<file path="config.mk">
export PLATFORM = sky130hd
export DESIGN_NAME = pmwo_queue
export DESIGN_NICKNAME = d
export VERILOG_FILES = /design/src/design/pmwo_pkg.sv /design/src/design/pmwo_queue.sv
export SDC_FILE = /design/constraint.sdc
export NUM_CORES = 1
export LEC_CHECK = 0
export ABC_AREA = 1
export BUFFER_PORTS_ARGS = -buffer_cell sky130_fd_sc_hd__buf_2
export CAP_MARGIN = 20
export CORE_ASPECT_RATIO = 0.75
export CORE_MARGIN = 2
export CORE_UTILIZATION = 38
export CTS_CLUSTER_DIAMETER = 40
export CTS_CLUSTER_SIZE = 20
export DETAILED_ROUTE_END_ITERATION = 6
export PLACE_DENSITY = 0.59
export SYNTH_ARGS = -nofsm -noshare
export SYNTH_HDL_FRONTEND = slang
export SYNTH_SLANG_ARGS = --single-unit
</file>
<file path="constraint.sdc">
create_clock -name clock -period 2.9 [get_ports clock]
set_input_delay 0.435 -clock clock [delete_from_list [all_inputs] [get_ports clock]]
set_output_delay 0.435 -clock clock [all_outputs]
set_load 0.005 [all_outputs]
</file>
<file path="src/design/pmwo_pkg.sv">
// ----------------------------------------------------------------------------
// pmwo_pkg
// Shared types, widths and codes for the phase-modulated wavetable
// oscillator.
// ----------------------------------------------------------------------------
`default_nettype none

package pmwo_pkg;

   localparam int DATA_W          = 32;
   localparam int PROD_W          = 2 * DATA_W;
   localparam int TABLE_DEPTH     = 1024;
   localparam int ADDR_W          = $clog2(TABLE_DEPTH);
   localparam int INDEX_W         = 10;
   localparam int SELECT_W        = 2;
   localparam int PHASE_FRAC_BITS = 22;
   localparam int CSR_INDEX_W     = 2;
   localparam int QUEUE_DEPTH     = 2;
   localparam int QPTR_W          = $clog2(QUEUE_DEPTH);
   localparam int QCNT_W          = $clog2(QUEUE_DEPTH + 1);

   localparam logic [DATA_W-1:0] MOD_BIAS = 32'h7FFF_FFFF;

   localparam logic OP_WRITE  = 1'b0;
   localparam logic OP_SAMPLE = 1'b1;

   localparam logic [SELECT_W-1:0] SEL_CARRIER_A = 2'd0;
   localparam logic [SELECT_W-1:0] SEL_CARRIER_B = 2'd1;
   localparam logic [SELECT_W-1:0] SEL_MODULATOR = 2'd2;

   localparam logic [CSR_INDEX_W-1:0] CSR_PHASE_INCREMENT = 2'd0;
   localparam logic [CSR_INDEX_W-1:0] CSR_MOD_DEPTH       = 2'd1;
   localparam logic [CSR_INDEX_W-1:0] CSR_CROSSFADE       = 2'd2;

   typedef enum logic [2:0] {
      KIND_SAMPLE,
      KIND_WRITE_A,
      KIND_WRITE_B,
      KIND_WRITE_MOD,
      KIND_DROP
   } pmwo_kind_type;

   typedef struct packed {
      pmwo_kind_type     kind;
      logic [ADDR_W-1:0] addr;
      logic [DATA_W-1:0] value;
   } pmwo_entry_type;

   typedef struct packed {
      logic [DATA_W-1:0] phase_increment;
      logic [DATA_W-1:0] mod_depth;
      logic [DATA_W-1:0] crossfade;
   } pmwo_cfg_type;

   typedef enum logic [2:0] {
      ST_IDLE,
      ST_PROD,
      ST_ADDR,
      ST_MUL,
      ST_FIN
   } pmwo_state_type;

endpackage

`default_nettype wire

</file>
<file path="src/design/pmwo_queue.sv">
// ----------------------------------------------------------------------------
// pmwo_queue
// Short first-in first-out queue between the front and the back.
// ----------------------------------------------------------------------------
`default_nettype none

module pmwo_queue (
   input  wire logic                     clock,
   input  wire logic                     reset,
   input  wire logic                     push_valid,
   input  wire pmwo_pkg::pmwo_entry_type push_entry,
   output logic                          full,
   input  wire logic                     pop,
   output logic                          pop_valid,
   output pmwo_pkg::pmwo_entry_type      pop_entry
);

   pmwo_pkg::pmwo_entry_type          slot_ff [pmwo_pkg::QUEUE_DEPTH];
   logic [pmwo_pkg::QPTR_W-1:0]       wr_ptr_ff, wr_ptr_in;
   logic [pmwo_pkg::QPTR_W-1:0]       rd_ptr_ff, rd_ptr_in;
   logic [pmwo_pkg::QCNT_W-1:0]       count_ff, count_in;
   logic                              do_push, do_pop;

   assign full      = (count_ff == pmwo_pkg::QCNT_W'(pmwo_pkg::QUEUE_DEPTH));
   assign pop_valid = (count_ff != '0);
   assign pop_entry = slot_ff[rd_ptr_ff];
   assign do_push   = push_valid && !full;
   assign do_pop    = pop && pop_valid;

   always_comb begin
      wr_ptr_in = wr_ptr_ff;
      rd_ptr_in = rd_ptr_ff;
      count_in  = count_ff;
      if (do_push) begin
         wr_ptr_in = (wr_ptr_ff == pmwo_pkg::QPTR_W'(pmwo_pkg::QUEUE_DEPTH - 1)) ?
                     '0 : wr_ptr_ff + 1'b1;
      end
      if (do_pop) begin
         rd_ptr_in = (rd_ptr_ff == pmwo_pkg::QPTR_W'(pmwo_pkg::QUEUE_DEPTH - 1)) ?
                     '0 : rd_ptr_ff + 1'b1;
      end
      if (do_push && !do_pop) begin
         count_in = count_ff + 1'b1;
      end else if (do_pop && !do_push) begin
         count_in = count_ff - 1'b1;
      end
   end

   always_ff @(posedge clock) begin
      if (reset) begin
         wr_ptr_ff <= '0;
         rd_ptr_ff <= '0;
         count_ff  <= '0;
      end else begin
         wr_ptr_ff <= wr_ptr_in;
         rd_ptr_ff <= rd_ptr_in;
         count_ff  <= count_in;
      end
   end

   always_ff @(posedge clock) begin
      if (do_push) begin
         slot_ff[wr_ptr_ff] <= push_entry;
      end
   end

   a_count_bound: assert property (@(posedge clock) disable iff (reset)
      count_ff <= pmwo_pkg::QCNT_W'(pmwo_pkg::QUEUE_DEPTH))
      else $error("queue count exceeds depth");

   a_no_pop_empty: assert property (@(posedge clock) disable iff (reset)
      pop |-> pop_valid)
      else $error("pop from empty queue");

endmodule

`default_nettype wire

</file>
==> metrics.txt, run 1 <==
R2R depth 4; IO Count 96; Syn. warnings 0; ys flop type edfxtp_1; post-synthesis async set-or-reset flop share 0; status finished, final reports clean; diode count 0; clk_lat worst skew 0.34 ns; mapped cell area 3690 sq um; slew at the pin closest to its max-slew limit 0.675 ns; LEAKAGE 1.83 nW; antenna violations before repair 0; Routed WL per cell 14.6 microns; Synth Area in Adders 0.00339; CP Max Fanout 45; Worst EP required 2.47 ns; CP arrival 1.53 ns; Final TNS setup 0 ns; Avg Vias per Cell 4.32; Final Max Slew Viols 0; CTS tree yes; Die ar. 10500 sq um; syn nets 227; largest net degree at the start of global routing 46; RSZ-0062 raised after global routing no; Yosys cell types 15; PD cells 851 nW/um^2; Reg clk slew, reported paths 0.07 ns; initial DRC count 58; leading area contributor after synthesis edfxtp_1; final hold slack 0.288 ns; register area share after synthesis 0.759; Die Span Y 89.4 microns; hold_buf cts 0; CORE AREA 9540 sq um; post-CTS resize count 0; CTS sink cnt 95; Syn Inst Count 177; via count 1807; min Tclk post-route 1.96 ns; Layout fillers 840; # rows 31; Post-Syn Area per Cell 20.9 sq um; Final #Nets 331; Post-DP HPWL 4040 microns; top achievable clock speed 509 MHz; GRT overflow 0; number of buffers created by CTS 9; # DRC 0; antenna viol nets, final 0; kind of critical path reg2out; Setup violations, final 0; CP Capture Type output port; area share of the largest cell type after synthesis 0.731; Detailed Route WL 6110 microns; Post-synth top cells edfxtp_1 (90), mux2_4 (40), inv_1 (8), nor2_1 (8), nand2_1 (7); H-tree depth 3; Worst path top cell family by delay buffers and inverters; final hold vios 0; Crit path largest cell delay 0.39 ns; Starting Density 0.387; xor/xnor share of the synthesized area 0; dominant cells by area after synthesis edfxtp_1 (73%), mux2_4 (16%), dfxtp_1 (2.7%); max_slew headroom 0.549; First-pass DRT Iterations 4; Max clock buf depth 2; worst hold path depth 1; CP Depth 3; worst vdd ir 0.365 mV; worst path bufs/invs 2; largest family of logic cells by synthesized area multiplexers; setup bufs post-CTS 0; Startpoint Class register; vias in the first global route 1715; DIE WIDTH 118 microns; Min-Delay Path Class in2reg; Placer Congestion 0.740; Root Driver clkbuf_16; crit share post-route 0.677; CP Cell Sequence buf_12 -> mux2_2 -> buf_2; GRT Util Overall 0.117; layout cells sized above 1 0.563; #FFs+latches synth 95; Simple-Gate Fraction of Synth Area 0.0196; max-cap violations 0; Worst Clk Skew 0.00843 ns; Port-buffer cells 95; mux share of post-synthesis cell area 0.178; compound-cell area share of the yosys netlist 0.00779; Area growth, synth to finish 25.1%; CP max-delay cell mux2_2; first-pass GRT wire length 8940 microns; number of synthesized flops with an enable pin 90; count leader, synth edfxtp_1
## cells in the final DEF, fill, tap and decap left out
master      Yosys  routed
buf_2           0      95
dfxtp_2         0       1
nor2_1          8       6
buf_4           0       1
nor2_4          0       2
dfxtp_1         5       4
ha_1            1       1
clkbuf_1        0       2
bufinv_16       0       2
o21ai_2         1       1
clkinvlp_4      0       1
edfxtp_1       90      90
nand2_1         7       7
inv_6           0       1
a21oi_1         2       2
nand4_1         1       1
inv_1           8       8
clkbuf_16       0       9
clkinv_2        0       1
mux2_2          5       5
o21ai_0         2       2
nand3_1         2       2
buf_12          4       2
mux2_4         40      40
## worst paths after layout
path | from | endpoint | slack [ns]
max | register | pop_entry[22] | 0.94
min | push_entry[39] | slot_ff[0][39]$_DFFE_PP_ | 0.29
max reg2reg | count_ff[1]$_SDFFE_PP0P_ | slot_ff[1][8]$_DFFE_PP_ | 1.20
min reg2reg | rd_ptr_ff$_SDFFE_PP0P_ | rd_ptr_ff$_SDFFE_PP0P_ | 0.51
## flip-flops by register name, summed over array words and instances (netlist names), named ones only
| signal | count |
|---|---|
| slot_ff | 90 |
| count_ff | 2 |
| rd_ptr_ff | 1 |
| wr_ptr_ff | 1 |
## routing by layer
| layer | up-vias | global-route usage | share of wire |
|---|---|---|---|
| met5 | - | 0 | 0 |
| met4 | 0 | 0.0394 | 0.0088 |
| met3 | 8 | 0.0689 | 0.091 |
| met2 | 66 | 0.163 | 0.43 |
| met1 | 849 | 0.152 | 0.47 |
| li1 | 884 | - | - |
## final cells by class
cell class / count / area [sq um] / share of cell area
Sequential cell: 95 / 2800 / 0.607
Multi-Input combinational cell: 69 / 786 / 0.170
Timing Repair Buffer: 98 / 523 / 0.113
Clock buffer: 11 / 233 / 0.0504
Tap cell: 132 / 165 / 0.0357
Clock inverter: 5 / 81.3 / 0.0176
Inverter: 8 / 30.0 / 0.00650
## worst reg2reg max path, cell delays in order, from the launching register on
cell,delay (ns)
dfxtp_1,0.31
inv_1,0.13
o21ai_2,0.13
nor2_4,0.54
buf_12,0.29
## metrics by stage
step	utilization	cell area, sq um	setup slack (ns)	instances	total power, mW
after global placement	0.451	4310	1.13	402	2.75
final	0.484	4620	0.936	418	3.93
after floorplan	-	3690	0.0607	177	2.47
after detailed placement	0.451	4310	1.11	402	2.77
after global routing	0.484	4620	0.892	418	4.14
after CTS	0.484	4620	0.916	418	3.99
## power breakdown
| part | internal (mW) | switching, mW |
|---|---|---|
| logic | 0.486 | 0.444 |
| registers | 1.74 | 0.0541 |
| clock network | 0.757 | 0.457 |
| total | 2.98 | 0.955 |
## cells by family (layout without fill, tap and decap cells)
| kind of cell | after synthesis | count (layout) |
|---|---|---|
| fa+ha+maj | 1 | 1 |
| compound gates | 5 | 5 |
| flops | 95 | 95 |
| buf+inv | 13 | 122 |
| mux | 45 | 45 |
| simple gates | 18 | 18 |
Note: power is estimated with default switching activity, not from simulation.
==> run 2: changes to the inputs <==
ABC_AREA = 0   (was 1)
PLACE_DENSITY = 0.57   (was 0.59)
clock period = 2.05 ns   (was 2.9 ns; I/O delays follow)
==> metrics.txt, run 2 <==
hold_buf cts 0 (unchanged); antenna viol nets, final 0 (unchanged); worst vdd ir 0.600 mV (was 0.365 mV); Worst path top cell family by delay multiplexers (was buffers and inverters); max_slew headroom 0.793 (was 0.549); antenna violations before repair 0 (unchanged); LEAKAGE 1.67 nW (was 1.83 nW); R2R depth 4 (unchanged); CP Max Fanout 15 (was 45); setup bufs post-CTS 0 (unchanged); R2R Path Start count_ff[1]$_SDFFE_PP0P_ (unchanged); HP Start push_entry[2] (was push_entry[39]); first-pass GRT wire length 8780 microns (was 8940 microns); initial DRC count 61 (was 58); clk_lat worst skew 0.33 ns (was 0.34 ns); Die ar. 9900 sq um (was 10500 sq um); Placed Instances 371 (was 402); most common cell after layout, fill and taps aside buf_2 (unchanged); register area share after synthesis 0.809 (was 0.759); Port-buffer cells 95 (unchanged); RSZ-0062 raised after global routing no (unchanged); Biggest register slot_ff (unchanged); worst hold path depth 1 (unchanged); CTS tree yes (unchanged); slew at the pin closest to its max-slew limit 0.307 ns (was 0.675 ns); H-tree depth 3 (unchanged); Area growth, synth to finish 28.1% (was 25.1%); number of synthesized flops with an enable pin 90 (unchanged); leading area contributor after synthesis edfxtp_1 (unchanged); #FFs+latches synth 95 (unchanged); CP max-delay cell mux2_2 (unchanged); Finished Layout Cells 387 (was 418); Final Max Slew Viols 0 (unchanged); mapped cell area 3460 sq um (was 3690 sq um); status finished, final reports clean (unchanged); PD cells 1240 nW/um^2 (was 851 nW/um^2); Reg clk slew, reported paths 0.06 ns (was 0.07 ns); biggest regs slot_ff: 90 flops, count_ff: 2 flops (unchanged); Setup violations, final 0 (unchanged); Worst EP required 1.74 ns (was 2.47 ns); # rows 30 (was 31); Post-Syn Area per Cell 21.0 sq um (was 20.9 sq um); Syn Inst Count 165 (was 177); overall power 5.52 mW (was 3.93 mW); Placer Congestion 0.663 (was 0.740); max reg flops 90 (unchanged); post-CTS resize count 0 (unchanged); CTS sink cnt 95 (unchanged); layout cells sized above 1 0.596 (was 0.563); min Tclk post-route 1.72 ns; Die Span Y 86.7 microns (was 89.4 microns); Starting Density 0.386 (was 0.387); diode count 0 (unchanged); Max clock buf depth 2 (unchanged); area share of the largest cell type after synthesis 0.780 (was 0.731); Worst Clk Skew 0.00410 ns (was 0.00843 ns); Yosys cell types 15 (unchanged); count leader, synth edfxtp_1 (unchanged); CP Capture Type output port (unchanged); top achievable clock speed 581 MHz; commonest non-fill, non-tap cells in the layout buf_2 (95), edfxtp_1 (90), mux2_2 (45) (was buf_2 (95), edfxtp_1 (90), mux2_4 (40)); number of buffers created by CTS 9 (unchanged); R2R Path End slot_ff[0][6]$_DFFE_PP_ (was slot_ff[1][8]$_DFFE_PP_); max-cap violations 0 (unchanged); Post-DP HPWL 3760 microns (was 4040 microns); First-pass DRT Iterations 4 (unchanged); Final TNS setup 0 ns (unchanged); final hold vios 0 (unchanged); ys flop type edfxtp_1 (unchanged); Routed WL per cell 15.4 microns (was 14.6 microns); hold endpoint slot_ff[0][2]$_DFFE_PP_ (was slot_ff[0][39]$_DFFE_PP_); Root Driver clkbuf_16 (unchanged); Syn. warnings 0 (unchanged); CP Depth 3 (unchanged); Startpoint Class register (unchanged); largest net degree at the start of global routing 46 (unchanged); worst path bufs/invs 2 (unchanged); Final Util 0.495 (was 0.484); syn nets 215 (was 227); final hold slack 0.159 ns (was 0.288 ns); CP Cell Sequence buf_4 -> mux2_2 -> buf_2 (was buf_12 -> mux2_2 -> buf_2); dominant cells by area after synthesis edfxtp_1 (78%), mux2_2 (15%), dfxtp_1 (2.9%) (was edfxtp_1 (73%), mux2_4 (16%), dfxtp_1 (2.7%)); IO Count 96 (unchanged); DIE WIDTH 114 microns (was 118 microns); Min-Delay Path Class in2reg (unchanged); GRT Util Overall 0.122 (was 0.117); GRT overflow 0 (unchanged); Avg Vias per Cell 4.58 (was 4.32); kind of critical path reg2out (unchanged); # DRC 0 (unchanged); vias in the first global route 1755 (was 1715); CORE AREA 8970 sq um (was 9540 sq um); Crit path largest cell delay 0.37 ns (was 0.39 ns); Final #Nets 320 (was 331); Detailed Route WL 5950 microns (was 6110 microns); via count 1773 (was 1807); Post-synth top cells edfxtp_1 (90), mux2_2 (45), dfxtp_1 (5), buf_4 (4), nor2_1 (4) (was edfxtp_1 (90), mux2_4 (40), inv_1 (8), nor2_1 (8), nand2_1 (7)); post-synthesis async set-or-reset flop share 0 (unchanged); CP arrival 1.41 ns (was 1.53 ns); FF-to-FF setup slack 0.46 ns (was 1.20 ns); crit share post-route 0.840
==> run 2: area by class of cell <==
type / instances / area, sq um
Clock buffer: 9 / 225
Clock inverter: 7 / 95.1
Fill cell: 764 / 4530
Inverter: 2 / 11.3
Multi-Input combinational cell: 63 / 621
Sequential cell: 95 / 2800
Tap cell: 112 / 140
Timing Repair Buffer: 99 / 543
==> run 2: layer usage <==
| layer | up-vias | wire length, microns | GRT usage |
|---|---|---|---|
| met5 | - | 0 | 0 |
| met4 | 0 | 87 | 0.0532 |
| met3 | 9 | 509 | 0.0615 |
| met2 | 73 | 2670 | 0.182 |
| met1 | 839 | 2680 | 0.151 |
| li1 | 852 | - | - |
==> run 2: power by group <==
| part | switching [mW] | leakage, nW | internal [mW] |
|---|---|---|---|
| Sequential | 0.0741 | 0.882 | 2.44 |
| Combinational | 0.594 | 0.627 | 0.657 |
| Clock | 0.681 | 0.158 | 1.07 |
| Total | 1.35 | 1.67 | 4.17 |
==> run 2: how the worst max path moves through the flow <==
stage                                   from                        to  slack, ns
floorplan           count_ff[1]$_SDFFE_PP0P_   slot_ff[0][0]$_DFFE_PP_       0.32
global placement    count_ff[1]$_SDFFE_PP0P_  slot_ff[0][26]$_DFFE_PP_       0.50
detailed placement  count_ff[1]$_SDFFE_PP0P_  slot_ff[0][32]$_DFFE_PP_       0.48
CTS                                 register             pop_entry[42]       0.29
global route                        register             pop_entry[42]       0.26
finish                              register             pop_entry[42]       0.33
==> run 2: kinds of logic (layout without fill, tap and decap cells) <==
group | Yosys count | in the layout | synth area share
and+or+nand+nor | 9 | 9 | 0.0141
adders and majority gates | 1 | 1 | 0.00361
AOI/OAI and AO/OA | 5 | 5 | 0.00722
muxes | 45 | 45 | 0.146
DFF | 95 | 95 | 0.809
buffers and inverters | 7 | 117 | 0.0123
xor gates and xnor gates | 3 | 3 | 0.00759
==> run 2: through the flow <==
stage | setup WS [ns] | cell area (sq um)
after floorplan | 0.319 | 3470
after global placement | 0.500 | 4120
after detailed placement | 0.483 | 4120
after CTS | 0.291 | 4440
after global routing | 0.259 | 4440
final | 0.328 | 4440
==> run 2: worst reg2reg max path, cell delays in order (launching register included) <==
cell	delay, ns
dfxtp_1	0.33
nor2b_2	0.17
or3_1	0.37
clkinvlp_4	0.11
buf_12	0.23
==> run 3: changes to the inputs <==
clock period = 1.8 ns   (was 2.05 ns; I/O delays follow)
==> metrics.txt, run 3 (synthesis gave the netlist of run 2 again) <==
status finished, final reports clean (unchanged); crit share post-route 0.952; hold_buf cts 0 (unchanged); kind of critical path reg2out (unchanged); vias in the first global route 1798 (was 1755); Post-DP HPWL 3780 microns (was 3760 microns); LEAKAGE 1.65 nW (was 1.67 nW); first-pass GRT wire length 8750 microns (was 8780 microns); Die ar. 9900 sq um (unchanged); Biggest register slot_ff (unchanged); min Tclk post-route 1.71 ns; most common cell after layout, fill and taps aside buf_2 (unchanged); # DRC 0 (unchanged); worst vdd ir 0.658 mV (was 0.600 mV); max-cap violations 0 (unchanged); H-tree depth 3 (unchanged); worst hold path depth 1 (unchanged); max reg flops 90 (unchanged); CP max-delay cell mux2_2 (unchanged); FF-to-FF setup slack 0.27 ns (was 0.46 ns); max_slew headroom 0.791 (was 0.793); final hold vios 0 (unchanged); IO Count 96 (unchanged); Reg clk slew, reported paths 0.06 ns (about the same); GRT Util Overall 0.122 (about the same); Worst Clk Skew 0.00325 ns (was 0.00410 ns); Avg Vias per Cell 4.60 (was 4.58); Min-Delay Path Class in2reg (unchanged); clk_lat worst skew 0.33 ns (about the same); R2R Path End count_ff[1]$_SDFFE_PP0P_ (was slot_ff[0][6]$_DFFE_PP_); Crit path largest cell delay 0.39 ns (was 0.37 ns); post-CTS resize count 0 (unchanged); worst setup margin 0.0872 ns (was 0.328 ns); CP Cell Sequence buf_4 -> mux2_2 -> buf_2 (unchanged); Area growth, synth to finish 27.4% (was 28.1%); number of buffers created by CTS 9 (unchanged); top achievable clock speed 584 MHz; biggest regs slot_ff: 90 flops, count_ff: 2 flops (unchanged); CTS tree yes (unchanged); GRT overflow 0 (unchanged); via count 1777 (was 1773); Root Driver clkbuf_16 (unchanged); CTS sink cnt 95 (unchanged); Final Max Slew Viols 0 (unchanged); setup bufs post-CTS 0 (unchanged); R2R Path Start count_ff[0]$_SDFFE_PP0P_ (was count_ff[1]$_SDFFE_PP0P_); antenna violations before repair 1 (was 0); HP Start push_entry[13] (was push_entry[2]); Detailed Route WL 5860 microns (was 5950 microns); DIE WIDTH 114 microns (unchanged); Placer Congestion 0.676 (was 0.663); CP Capture Type output port (unchanged); overall power 6.08 mW (was 5.52 mW); diode count 0 (unchanged); hold endpoint slot_ff[1][13]$_DFFE_PP_ (was slot_ff[0][2]$_DFFE_PP_); Die Span Y 86.7 microns (unchanged); slew at the pin closest to its max-slew limit 0.310 ns (was 0.307 ns); largest net degree at the start of global routing 46 (unchanged); RSZ-0062 raised after global routing no (unchanged); Starting Density 0.386 (unchanged); layout cells sized above 1 0.591 (was 0.596); # rows 30 (unchanged); CP Max Fanout 16 (was 15); Max clock buf depth 2 (unchanged); initial DRC count 114 (was 61); DP Worst Slack 0.275 ns (was 0.483 ns); Worst EP required 1.53 ns (was 1.74 ns); Startpoint Class register (unchanged); R2R depth 4 (unchanged); Port-buffer cells 95 (unchanged); final hold slack 0.128 ns (was 0.159 ns); Setup violations, final 0 (unchanged); Final #Nets 321 (was 320); First-pass DRT Iterations 4 (unchanged); antenna viol nets, final 0 (unchanged); CORE AREA 8970 sq um (unchanged); commonest non-fill, non-tap cells in the layout buf_2 (95), edfxtp_1 (90), mux2_2 (45) (unchanged); Routed WL per cell 15.2 microns (was 15.4 microns); Final TNS setup 0 ns (unchanged); CP arrival 1.44 ns (was 1.41 ns); PD cells 1380 nW/um^2 (was 1240 nW/um^2)
==> run 3: cell types whose count changed in the layout (fill, tap and decap cells not counted), sizes merged <==
cell    delta
inv        -2
buf        +1
bufinv     -1
clkinv     +1
==> run 3: report_power, final <==
part	internal, mW	switching (mW)
Clock	1.05	0.713
Combinational	0.772	0.687
Sequential	2.78	0.0806
==> run 3: metrics by stage <==
stage | area (sq um) | std cells | util
3_3_place_gp | 4140 | 372 | 0.461
6_report | 4420 | 386 | 0.492
3_5_place_dp | 4140 | 372 | 0.461
2_1_floorplan | 3470 | 165 | -
4_1_cts | 4420 | 386 | 0.492
5_1_grt | 4420 | 386 | 0.492
==> run 3: worst max-delay path by stage <==
stage	slack (ns)	endpoint	from	cells past startpoint
after floorplan	0.07	slot_ff[0][0]$_DFFE_PP_	count_ff[1]$_SDFFE_PP0P_	3
after global placement	0.31	slot_ff[0][26]$_DFFE_PP_	count_ff[1]$_SDFFE_PP0P_	4
after detailed placement	0.27	count_ff[1]$_SDFFE_PP0P_	count_ff[0]$_SDFFE_PP0P_	4
after CTS	0.06	pop_entry[22]	register	3
after global routing	0.02	pop_entry[22]	register	3
final	0.09	pop_entry[22]	register	3
==> run 3: worst max-delay path: cells and delay by family, from the launching register on <==
family	cells	cell delay, ns
buf+inv	2	0.38
flops	1	0.35
mux	1	0.39
==> run 3: per-layer routing <==
metal	wire, microns	part of all wire	GRT usage	vias to the layer above
li1	-	-	-	858
met3	542	0.093	0.0769	7
met1	2530	0.43	0.141	844
met2	2710	0.46	0.186	66
met5	18	0.0031	0	-
met4	58	0.0099	0.0466	2
==> run 3: layout make-up <==
cell class                 instances  area [sq um]
timing repair buffer             100           563
fill                             760          4560
sequential                        95          2800
clock buffer                       9           225
tap                              112           140
clock inverter                     5          51.3
multi-input combinational         63           621
inverter                           2          11.3
